`src/hw/rtl/dequ_pkg.sv`:
```
`timescale 1ns / 1ps
`default_nettype none

package dequ_pkg;

    // Ring geometry
    localparam int DEPTH  = 16;
    localparam int IDX_W  = (DEPTH > 1) ? $clog2(DEPTH) : 1;
    localparam int CNT_W  = $clog2(DEPTH + 1);

    // Fixed field widths
    localparam int WORD_W = 32;
    localparam int ACT_W  = 3;
    localparam int OCC_W  = 5;

    typedef logic [IDX_W-1:0]         t_idx;
    typedef logic [CNT_W-1:0]         t_cnt;
    typedef logic signed [WORD_W-1:0] t_word;
    typedef logic [ACT_W-1:0]         t_act;
    typedef logic [OCC_W-1:0]         t_occ;

    // Action codes
    localparam t_act ACT_PUSH_FRONT = 3'd0;
    localparam t_act ACT_PUSH_BACK  = 3'd1;
    localparam t_act ACT_POP_FRONT  = 3'd2;
    localparam t_act ACT_POP_BACK   = 3'd3;
    localparam t_act ACT_SEARCH     = 3'd4;

    // Advance a ring index by an offset below DEPTH, wrap at DEPTH.
    function automatic t_idx ring_add(input t_idx base, input t_idx offset);
        logic [IDX_W:0] sum;
        sum = {1'b0, base} + {1'b0, offset};
        if (sum >= (IDX_W+1)'(DEPTH)) begin
            sum = sum - (IDX_W+1)'(DEPTH);
        end
        return sum[IDX_W-1:0];
    endfunction

    // Step a ring index back by one, wrap at zero.
    function automatic t_idx ring_dec(input t_idx base);
        t_idx res;
        if (base == '0) begin
            res = IDX_W'(DEPTH - 1);
        end else begin
            res = base - IDX_W'(1);
        end
        return res;
    endfunction

endpackage

`default_nettype wire

```
`src/hw/rtl/double_ended_queue_unit.sv`:
```
`timescale 1ns / 1ps
`default_nettype none

// Bounded double-ended queue of signed 32-bit words held in a ring of DEPTH
// slots in one synchronous RAM (one write port, one registered read port).
// Issue a beat by raising start with i_action and i_value while busy is low.
// Every beat returns exactly one result, shown for one cycle with o_done high;
// the receiver cannot hold it off, so sample it on that cycle. For pushes, unused
// actions, pops of an empty or single-entry queue and searches of an empty
// queue, o_done rises in the cycle after the beat and busy stays low. A pop
// that leaves one or more entries passes through S_LOAD while busy is high,
// since the new front or back word must be fetched through the RAM read port.
// A search of a non-empty queue walks the live entries front to back one per
// cycle through the same port and stops at the first match; busy is high
// until its result appears. The front and back words read 0 when the queue
// is empty, a push into a full queue is dropped and flags overflow, and a pop
// of an empty queue changes nothing. No clearing pass follows reset.
module double_ended_queue_unit (
    input  wire logic           i_clk,
    input  wire logic           i_rst_n,
    input  wire logic           start,
    output logic                busy,
    input  wire dequ_pkg::t_act  i_action,
    input  wire dequ_pkg::t_word i_value,
    output logic                o_done,
    output dequ_pkg::t_word     o_front_word,
    output dequ_pkg::t_word     o_back_word,
    output dequ_pkg::t_occ      o_occupancy,
    output logic                o_is_empty,
    output logic                o_found,
    output logic                o_overflow
);

    import dequ_pkg::*;

    // Sequencer states
    localparam logic [1:0] S_IDLE = 2'd0;
    localparam logic [1:0] S_LOAD = 2'd1;   // wait for a refetched end word
    localparam logic [1:0] S_SRCH = 2'd2;   // compare one slot per cycle

    logic [1:0] r_state, n_state;
    t_idx       r_front, n_front;
    t_cnt       r_count, n_count;
    t_word      r_front_word, n_front_word;   // cached copy of the front slot
    t_word      r_back_word, n_back_word;     // cached copy of the back slot
    t_word      r_key, n_key;
    t_cnt       r_idx, n_idx;                 // next search offset to fetch
    logic       r_pop_front, n_pop_front;
    logic       r_done, n_done;
    logic       r_found, n_found;
    logic       r_overflow, n_overflow;

    logic       w_we;
    t_idx       w_waddr;
    t_idx       w_raddr;
    t_word      w_rdata;
    logic       w_full;
    logic       w_accept;

    dequ_ram #(
        .WIDTH (WORD_W),
        .DEPTH (DEPTH)
    ) u_ram (
        .i_clk   (i_clk),
        .i_we    (w_we),
        .i_waddr (w_waddr),
        .i_wdata (i_value),
        .i_raddr (w_raddr),
        .o_rdata (w_rdata)
    );

    assign busy     = (r_state != S_IDLE);
    assign w_accept = start && !busy;
    assign w_full   = (r_count == CNT_W'(DEPTH));

    always_comb begin
        n_state      = r_state;
        n_front      = r_front;
        n_count      = r_count;
        n_front_word = r_front_word;
        n_back_word  = r_back_word;
        n_key        = r_key;
        n_idx        = r_idx;
        n_pop_front  = r_pop_front;
        n_done       = 1'b0;
        n_found      = 1'b0;
        n_overflow   = 1'b0;
        w_we         = 1'b0;
        w_waddr      = r_front;
        w_raddr      = r_front;

        unique case (r_state)
            S_IDLE: begin
                if (w_accept) begin
                    unique case (i_action)
                        ACT_PUSH_FRONT: begin
                            n_done = 1'b1;
                            if (w_full) begin
                                n_overflow = 1'b1;
                            end else begin
                                w_we         = 1'b1;
                                w_waddr      = ring_dec(r_front);
                                n_front      = ring_dec(r_front);
                                n_count      = r_count + CNT_W'(1);
                                n_front_word = i_value;
                                if (r_count == '0) begin
                                    n_back_word = i_value;
                                end
                            end
                        end
                        ACT_PUSH_BACK: begin
                            n_done = 1'b1;
                            if (w_full) begin
                                n_overflow = 1'b1;
                            end else begin
                                w_we        = 1'b1;
                                w_waddr     = ring_add(r_front, r_count[IDX_W-1:0]);
                                n_count     = r_count + CNT_W'(1);
                                n_back_word = i_value;
                                if (r_count == '0) begin
                                    n_front_word = i_value;
                                end
                            end
                        end
                        ACT_POP_FRONT: begin
                            if (r_count == '0) begin
                                n_done = 1'b1;
                            end else begin
                                n_front = ring_add(r_front, IDX_W'(1));
                                n_count = r_count - CNT_W'(1);
                                if (r_count == CNT_W'(1)) begin
                                    n_done = 1'b1;
                                end else begin
                                    // Fetch the new front word.
                                    w_raddr     = ring_add(r_front, IDX_W'(1));
                                    n_pop_front = 1'b1;
                                    n_state     = S_LOAD;
                                end
                            end
                        end
                        ACT_POP_BACK: begin
                            if (r_count == '0) begin
                                n_done = 1'b1;
                            end else begin
                                n_count = r_count - CNT_W'(1);
                                if (r_count == CNT_W'(1)) begin
                                    n_done = 1'b1;
                                end else begin
                                    // Fetch the new back word.
                                    w_raddr     = ring_add(r_front,
                                                  t_idx'(r_count - CNT_W'(2)));
                                    n_pop_front = 1'b0;
                                    n_state     = S_LOAD;
                                end
                            end
                        end
                        ACT_SEARCH: begin
                            if (r_count == '0) begin
                                n_done = 1'b1;
                            end else begin
                                w_raddr = r_front;
                                n_key   = i_value;
                                n_idx   = CNT_W'(1);
                                n_state = S_SRCH;
                            end
                        end
                        default: begin
                            n_done = 1'b1;
                        end
                    endcase
                end
            end
            S_LOAD: begin
                if (r_pop_front) begin
                    n_front_word = w_rdata;
                end else begin
                    n_back_word = w_rdata;
                end
                n_done  = 1'b1;
                n_state = S_IDLE;
            end
            S_SRCH: begin
                // w_rdata holds the slot at offset r_idx - 1.
                if (w_rdata == r_key) begin
                    n_found = 1'b1;
                    n_done  = 1'b1;
                    n_state = S_IDLE;
                end else if (r_idx == r_count) begin
                    n_done  = 1'b1;
                    n_state = S_IDLE;
                end else begin
                    w_raddr = ring_add(r_front, r_idx[IDX_W-1:0]);
                    n_idx   = r_idx + CNT_W'(1);
                end
            end
            default: begin
                n_state = S_IDLE;
            end
        endcase
    end

    always_ff @(posedge i_clk) begin
        if (!i_rst_n) begin
            r_state    <= S_IDLE;
            r_front    <= '0;
            r_count    <= '0;
            r_done     <= 1'b0;
            r_found    <= 1'b0;
            r_overflow <= 1'b0;
        end else begin
            r_state    <= n_state;
            r_front    <= n_front;
            r_count    <= n_count;
            r_done     <= n_done;
            r_found    <= n_found;
            r_overflow <= n_overflow;
        end
    end

    // Payload registers carry no reset.
    always_ff @(posedge i_clk) begin
        r_front_word <= n_front_word;
        r_back_word  <= n_back_word;
        r_key        <= n_key;
        r_idx        <= n_idx;
        r_pop_front  <= n_pop_front;
    end

    // The state registers already hold the post-step values during the
    // strobe cycle; the next beat cannot change them before it ends.
    assign o_done       = r_done;
    assign o_front_word = (r_count == '0) ? '0 : r_front_word;
    assign o_back_word  = (r_count == '0) ? '0 : r_back_word;
    assign o_occupancy  = OCC_W'(r_count);
    assign o_is_empty   = (r_count == '0);
    assign o_found      = r_found;
    assign o_overflow   = r_overflow;

`ifndef SYNTHESIS
    a_count_bound: assert property (@(posedge i_clk) disable iff (!i_rst_n)
        r_count <= CNT_W'(DEPTH))
        else $error("entry count exceeds depth");

    a_overflow_full: assert property (@(posedge i_clk) disable iff (!i_rst_n)
        r_overflow |-> (r_count == CNT_W'(DEPTH)))
        else $error("overflow flagged on a queue that is not full");

    a_flags_excl: assert property (@(posedge i_clk) disable iff (!i_rst_n)
        !(r_found && r_overflow))
        else $error("found and overflow raised together");

    a_write_idle: assert property (@(posedge i_clk) disable iff (!i_rst_n)
        w_we |-> (r_state == S_IDLE))
        else $error("slot write while a fetch or search is in flight");

    a_search_span: assert property (@(posedge i_clk) disable iff (!i_rst_n)
        (r_state == S_SRCH) |-> (r_idx != '0 && r_idx <= r_count))
        else $error("search offset outside the live entries");
`endif

endmodule

`default_nettype wire

```
`src/hw/rtl/dequ_ram.sv`:
```
`timescale 1ns / 1ps
`default_nettype none

module dequ_ram #(
    parameter int WIDTH = 32,
    parameter int DEPTH = 16
) (
    input  wire logic                                      i_clk,
    input  wire logic                                      i_we,
    input  wire logic [((DEPTH > 1) ? $clog2(DEPTH) : 1)-1:0] i_waddr,
    input  wire logic [WIDTH-1:0]                          i_wdata,
    input  wire logic [((DEPTH > 1) ? $clog2(DEPTH) : 1)-1:0] i_raddr,
    output logic      [WIDTH-1:0]                          o_rdata
);

    logic [WIDTH-1:0] r_mem [DEPTH];

    always_ff @(posedge i_clk) begin
        if (i_we) begin
            r_mem[i_waddr] <= i_wdata;
        end
        o_rdata <= r_mem[i_raddr];
    end

endmodule

`default_nettype wire

```
`config.mk`:
```
export PLATFORM = sky130hd
export DESIGN_NAME = double_ended_queue_unit
export DESIGN_NICKNAME = d
export VERILOG_FILES = /design/src/hw/rtl/dequ_pkg.sv /design/src/hw/rtl/double_ended_queue_unit.sv /design/src/hw/rtl/dequ_ram.sv
export SDC_FILE = /design/constraint.sdc
export NUM_CORES = 1
export LEC_CHECK = 0
export BUFFER_PORTS_ARGS = -buffer_cell sky130_fd_sc_hd__buf_2
export CAP_MARGIN = 40
export CORE_UTILIZATION = 30
export CTS_CLUSTER_DIAMETER = 100
export DETAILED_ROUTE_END_ITERATION = 7
export PLACE_DENSITY = 0.45
export SYNTH_ARGS = -nofsm -noshare
export SYNTH_HDL_FRONTEND = slang
export SYNTH_SLANG_ARGS = --single-unit
```
`constraint.sdc`:
```
create_clock -name i_clk -period 7.7 [get_ports i_clk]
set_input_delay 1.155 -clock i_clk [delete_from_list [all_inputs] [get_ports i_clk]]
set_output_delay 1.155 -clock i_clk [all_outputs]
set_load 0.05 [all_outputs]
```
[Yosys cells after proc, flatten, opt, wreduce, memory -nomap -nowiden]
Memory sizes are Yosys's and may differ from the RTL's. A register that Yosys moved wholly into a read port is not among the register bits.
Cells that the tools add are included.
Operators by class
  muxes and demuxes: 72
  eq/ne operators: 33
  bitwise operators: 1
  $lt $le $gt $ge: 4
  reductions and logical operators: 24
  add/sub/neg operators: 13
Operator list (count)
  $mux W32: 9
  $pmux W32 S2: 4
  $mux W4: 17
  $mux W5: 7
  $eq A32 B32 Y1: 1
  $pmux W4 S2: 4
  $ne A2 B2 Y1 const B: 12
  $ne A3 B3 Y1 const B: 8
  $reduce_and A7 Y1: 3
  $ge A5 B5 Y1 const B: 4
  $pmux W5 S2: 2
  $sub A4 B1 Y4 const B: 5
  $mux W1: 18
  $add A4 B4 Y5: 3
  $mux W2: 6
  $reduce_and A4 Y1: 3
  $reduce_and A6 Y1: 2
  $reduce_bool A2 Y1: 6
  $add A5 B1 Y5 const B: 2
  $pmux W2 S2: 2
  $eq A3 B2 Y1 const B: 2
  $add A4 B1 Y5 const B: 1
  $eq A5 B1 Y1 const B: 1
  $eq A5 B5 Y1: 1
  22 further kinds: 24
Storage, ports and cells
  word-level logic and storage cells: 159
  RAM bits: 512
  register bits after elaboration: 116
  output and inout bits: 74
  memories: 1
  input port bits: 38
Memory list
  u_ram.r_mem: words 16, width 32, rd ports 1, clocked after memory_dff 1, write ports 1, line dequ_ram.sv:16  | logic [WIDTH-1:0] r_mem [DEPTH];

[Depth between registers and ports, before layout]
  depth after elaboration: 9
  depth in mapped cells: 14
  gate-level depth less buffers: 12

[Modules after synthesis]
From an unflattened synthesis, not the netlist that was laid out.
Second synthesis, totals
  cell total of the unflattened synthesis: 1317
  area total of the unflattened synthesis: 25786.0 um^2
By module, submodules not included
  dequ_ram: area an instance 19836.5 um^2, instances 1, sequential area each 16015.4 um^2, cells an instance 838
  double_ended_queue_unit: area an instance 5949.5 um^2, instances 1, sequential area each 3343.2 um^2, cells an instance 479

[Least setup slack after synthesis]
No wires, ideal clock.
  path kind: input to register
  start: in i_action[0]
  end: reg r_back_word[0], enable pin
  path buffers: 2
  library setup time: 0.594 ns
  cell stages on the path: 4
  slack: 0.241 ns
  data arrival time: 6.865 ns
  required time: 7.106 ns
  path through: clkbuf_1 clkbuf_1 nor2b_1 a2111oi_0
On the way
  word-level cells in the longest chain between the ends: 3
  elaborated cells between the ends (all ways): 7
  those cells by class: eq/ne: 5; reduce/logical: 2
RTL lines
  from (decl): line double_ended_queue_unit.sv:23  | input wire dequ_pkg::t_act i_action,
  $eq A3 B1 Y1 / $logic_not A3 Y1 (equally long branches): line double_ended_queue_unit.sv:95  | unique case (i_action)
  $ne A3 B1 Y1 (no source line) / $ne A3 B3 Y1 (equally long branches)
  $reduce_and A7 Y1 (no source line) *
  to (signal assigned): line double_ended_queue_unit.sv:223  | r_back_word <= n_back_word;
  to (decl): line double_ended_queue_unit.sv:45  | t_word r_back_word, n_back_word;
Every way passes the cells marked *; elsewhere a longest branch is shown, timed or not.
A chain may end at the register's enable or synchronous reset.

[Worst setup path in the final report]
  start: reg r_count[1] (netlist: o_occupancy[1])
  end: mem u_ram.r_mem[6][27], enable pin
On the way
  word-level cells in the longest chain between the ends: 7
  elaborated cells between the ends (all ways): 16
  those cells by class: add/sub: 2; order compare: 1; eq/ne: 1; mux: 12
RTL lines
  from (decl): line double_ended_queue_unit.sv:43  | t_cnt r_count, n_count;
  from (signal assigned): line double_ended_queue_unit.sv:213  | r_count <= n_count;
  $add A4 B4 Y5 / $eq A5 B5 Y1 (equally long branches): line dequ_pkg.sv:32, double_ended_queue_unit.sv:74
  $sub A4 B1 Y4 (tied with other cells): line dequ_pkg.sv:34  | sum = sum - (IDX_W+1)'(DEPTH);
  $mux W4 / $mux W1 (equally long branches)
  $mux W4 / $mux W1 (equally long branches): line double_ended_queue_unit.sv:113, double_ended_queue_unit.sv:94
  $pmux W4 S2 / $mux W1 (equally long branches): line double_ended_queue_unit.sv:95, double_ended_queue_unit.sv:92
  $mux W4 / $mux W1 (equally long branches): line double_ended_queue_unit.sv:94, dequ_ram.sv:19
  $mux W4 / $mux W1 (equally long branches): line double_ended_queue_unit.sv:92, dequ_ram.sv:20
  to (decl): line dequ_ram.sv:16
Several ways; a longest one is shown, not always the timed one.

==> metrics.md <==
| Metric | Value |
|---|---|
| Pwr Total | 8.28 mW |
| Setup TNS | 0 ps |
| Clock tree buffer depth | 3 |
| Multi-input logic area | 6450 um2 |
| Max Freq | 0.230 GHz |
| Logic pwr share | 9.5% |
| Final ANT Viol Nets | 0 |
| Core Rows | 108 |
| Port-buffer cells | 111 |
| Setup WS post-layout | 3360 ps |
| Routed WL | 71,100 um |
| Setup violators final | 0 |
| Hold-fix buffers, CTS | 0 |
| # IOs | 112 |
| Final hold vios | 0 |
| Final net count | 1,852 |
| Worst path max stage delay | 720 ps |
| Top FF cell, synth | edfxtp_1 |
| Hold crit path type | register to register |
| Worst IR Drop VDD | 0.140 mV |
| Vias per Instance | 4.86 |
| Htree depth | 3 |
| Flop and latch count out of synthesis | 660 |
| Global route total overflow | 0 |
| Area grow syn2layout | 16.7% |
| Leakage | 9.90 nW |
| Number of DRC markers in iteration 0 | 950 |
| Clock root cell | clkbuf_16 |
| Core Util, Final | 35.3% |
| Clock sink total | 660 |
| Hold Worst Slack | 626 ps |
| PostCTS Resize Cnt | 0 |
| Clock share of power | 41.3% |
| Worst-Skew Late Latency | 620 ps |
| Postcts setup bufs | 0 |
| Initial Util | 30.2% |
| CP max stage cell | nor2_4 |
| Number of global-route vias before repair | 14,471 |
| Critical Path AT | 4590 ps |
| Netlist cell types | 58 |
| Yosys warns | 0 |
| Placed inst area | 28,200 um2 |
| Cells after synthesis | 1,666 |
| Max-cap violations | 0 |
| Core area | 86,600 um2 |
| Worst Setup Path Type | register to register |
| Worst Path Required | 7950 ps |
| TritonCTS buffer count | 73 |
| Synthesized area | 26,200 um2 |
| Register share of total power | 49.2% |
| Placed cells | 2,873 |
| Slew at the pin closest to its max-slew limit | 851 ps |
| CTS tree | yes |
| Largest net degree at the start of global routing | 129 |
| # DRC | 0 |
| Die width | 297 um |
| FF+latch area | 19,400 um2 |
| Clock Skew | 22.2 ps |
| Design area | 30,600 um2 |
| Sequential share of the synthesized area | 73.9% |
| Share of cells above drive strength 1 | 17.4% |
| NetSw | 2.04 mW |
| Worst Path Max Fanout | 19 |
| Crit path cell chain | inv_1, ha_1, nor4bb_1, buf_4, nor2_1, o21a_1, o21ai_0, o32a_1, nor2_1, a21oi_1, nand2_1, nor2_4, buf_4 |
| Post-DP HPWL | 39,300 um |
| Die height | 297 um |
| Clk slew on worst S/H paths | 60 ps |
| Setup WS pre-CTS | 3280 ps |
| Tcrit/Tclk final | 56.4% |
| Synthesized Nets | 1,725 |
| Cell Int Power | 6.23 mW |
| GRT Total Usage | 16.0% |
| DRT Pass-1 Iters | 5 |
| Setup crit end kind | register |
| Min Tclk post-route | 4340 ps |
| First-pass GRT wire length | 103,000 um |
| Detailed-route wire length per cell | 23.7 um |
| Die area | 88,500 um2 |
| Sw frac | 24.7% |
| Placer Congestion | 0.750 |
| Status | complete, no violations |
| RSZ-0062 raised after global routing | no |
| Startpoint Class | register |
| PwrDens | 271 nW/um2 |
| Fin. max-slew vios | 0 |
| Relative slew slack | 43.3% |
| Async SR Flop Fraction | 0% |
| Number of synthesized flops with an enable pin | 614 |
| Syn Area/Cell | 15.7 um2 |
| Initial antenna violation count | 4 |
| Finished Layout Cells | 3,004 |
| Via count | 14,604 |
| Filler Cells Inserted | 8,276 |
cell families (layout without fill, tap and decap cells):
family | Yosys count | count (layout) | share of synthesized area (%)
AO/OA/AOI/OAI | 180 | 180 | 5.82
adder cells (fa/ha/maj) | 21 | 21 | 1.09
multiplexers | 162 | 162 | 6.34
other | 0 | 1 | 0
XOR/XNOR | 57 | 57 | 1.91
buffers and inverters | 110 | 292 | 2.17
flip-flops | 660 | 660 | 73.9
AND/OR/NAND/NOR | 476 | 476 | 8.77
critical path: cells and delay by family, from the launching register on:
kind / cells / cell delay (ps)
AOI/OAI and AO/OA: 4 / 750
DFF: 1 / 460
and+or+nand+nor: 5 / 1430
adders and majority gates: 1 / 260
buffers and inverters: 3 / 1030
cell usage in the layout, fill, tap and decap left out, drive strengths merged, types with 10 or more instances in the layout:
master,Yosys,final
dfxtp,46,46
mux2i,130,130
nand3,11,11
inv,15,20
clkinv,0,20
nand2,276,276
nor2b,68,68
clkbuf,40,100
xnor2,11,11
nor2,44,44
ha,18,18
buf,55,147
and4,32,32
xor2,46,46
edfxtp,614,614
nor4,11,11
a32oi,128,128
a21oi,10,10
mux2,32,32
Yosys cell counts, types with 4 or more instances:
library cell  instances  area share [%]
and4_1               32             1.1
clkbuf_1             39            0.56
ha_1                 18            0.86
edfxtp_1            614              70
a21o_1                5            0.14
dfxtp_1              46             3.5
a21oi_1              10            0.19
xor2_1               46             1.5
nor2_1               40            0.57
o21ai_0               9            0.17
mux2_2               32             1.4
xnor2_1              11            0.37
inv_1                15            0.21
nand2b_1              8            0.19
nor4_1               11            0.26
buf_6                 9            0.39
buf_4                13            0.37
buf_2                30            0.57
mux2i_1             130             5.0
and3_1                7            0.17
nand3_1              11            0.21
nor3_1                5           0.096
a32oi_1             128             4.3
nor2b_1              68             1.6
nand2_1             275             3.9
a31oi_1               4           0.096
worst paths after layout:
path                        end  slack (ps)  cells past startpoint              from
min reg2reg     r_front_word[6]         630                      1  u_ram.o_rdata[6]
min             r_front_word[6]         630                      1  u_ram.o_rdata[6]
max          u_ram.r_mem[6][27]        3360                     13    o_occupancy[1]
max reg2reg  u_ram.r_mem[6][27]        3360                     13    o_occupancy[1]
flip-flops by register name, summed over array words and instances (netlist names), 4 cells and up:
signal / cells
r_back_word: 32
r_idx: 5
u_ram.o_rdata: 32
u_ram.r_mem: 512
r_front: 4
o_occupancy: 5
r_front_word: 32
r_key: 32
per-layer routing:
| metal | GRT usage (%) | share of wire, % |
|---|---|---|
| met1 | 22.8 | 48 |
| met2 | 25.6 | 47 |
| met3 | 2.56 | 4.0 |
| met4 | 3.58 | 1.7 |
| met5 | 0 | 0.018 |
final cells by class:
class                           count  share of cell area (%)
Tap cell                         1155                    4.73
Timing Repair Buffer              147                    3.07
Inverter                           15                   0.184
Antenna cell                        1                 0.00819
Multi-Input combinational cell    896                    21.1
Clock inverter                     30                   0.995
Sequential cell                   660                    63.3
Clock buffer                      100                    6.61
power groups by stage:
stage          clock (mW)  combinational [mW]  sequential, mW
2_1_floorplan           0               0.528            4.12
3_3_place_gp            0               0.775            4.15
3_5_place_dp            0               0.793            4.15
4_1_cts              3.51               0.795            4.07
5_1_grt              3.64               0.841            4.08
6_report             3.42               0.782            4.07
No activity file was read; power rests on OpenSTA's default activity.
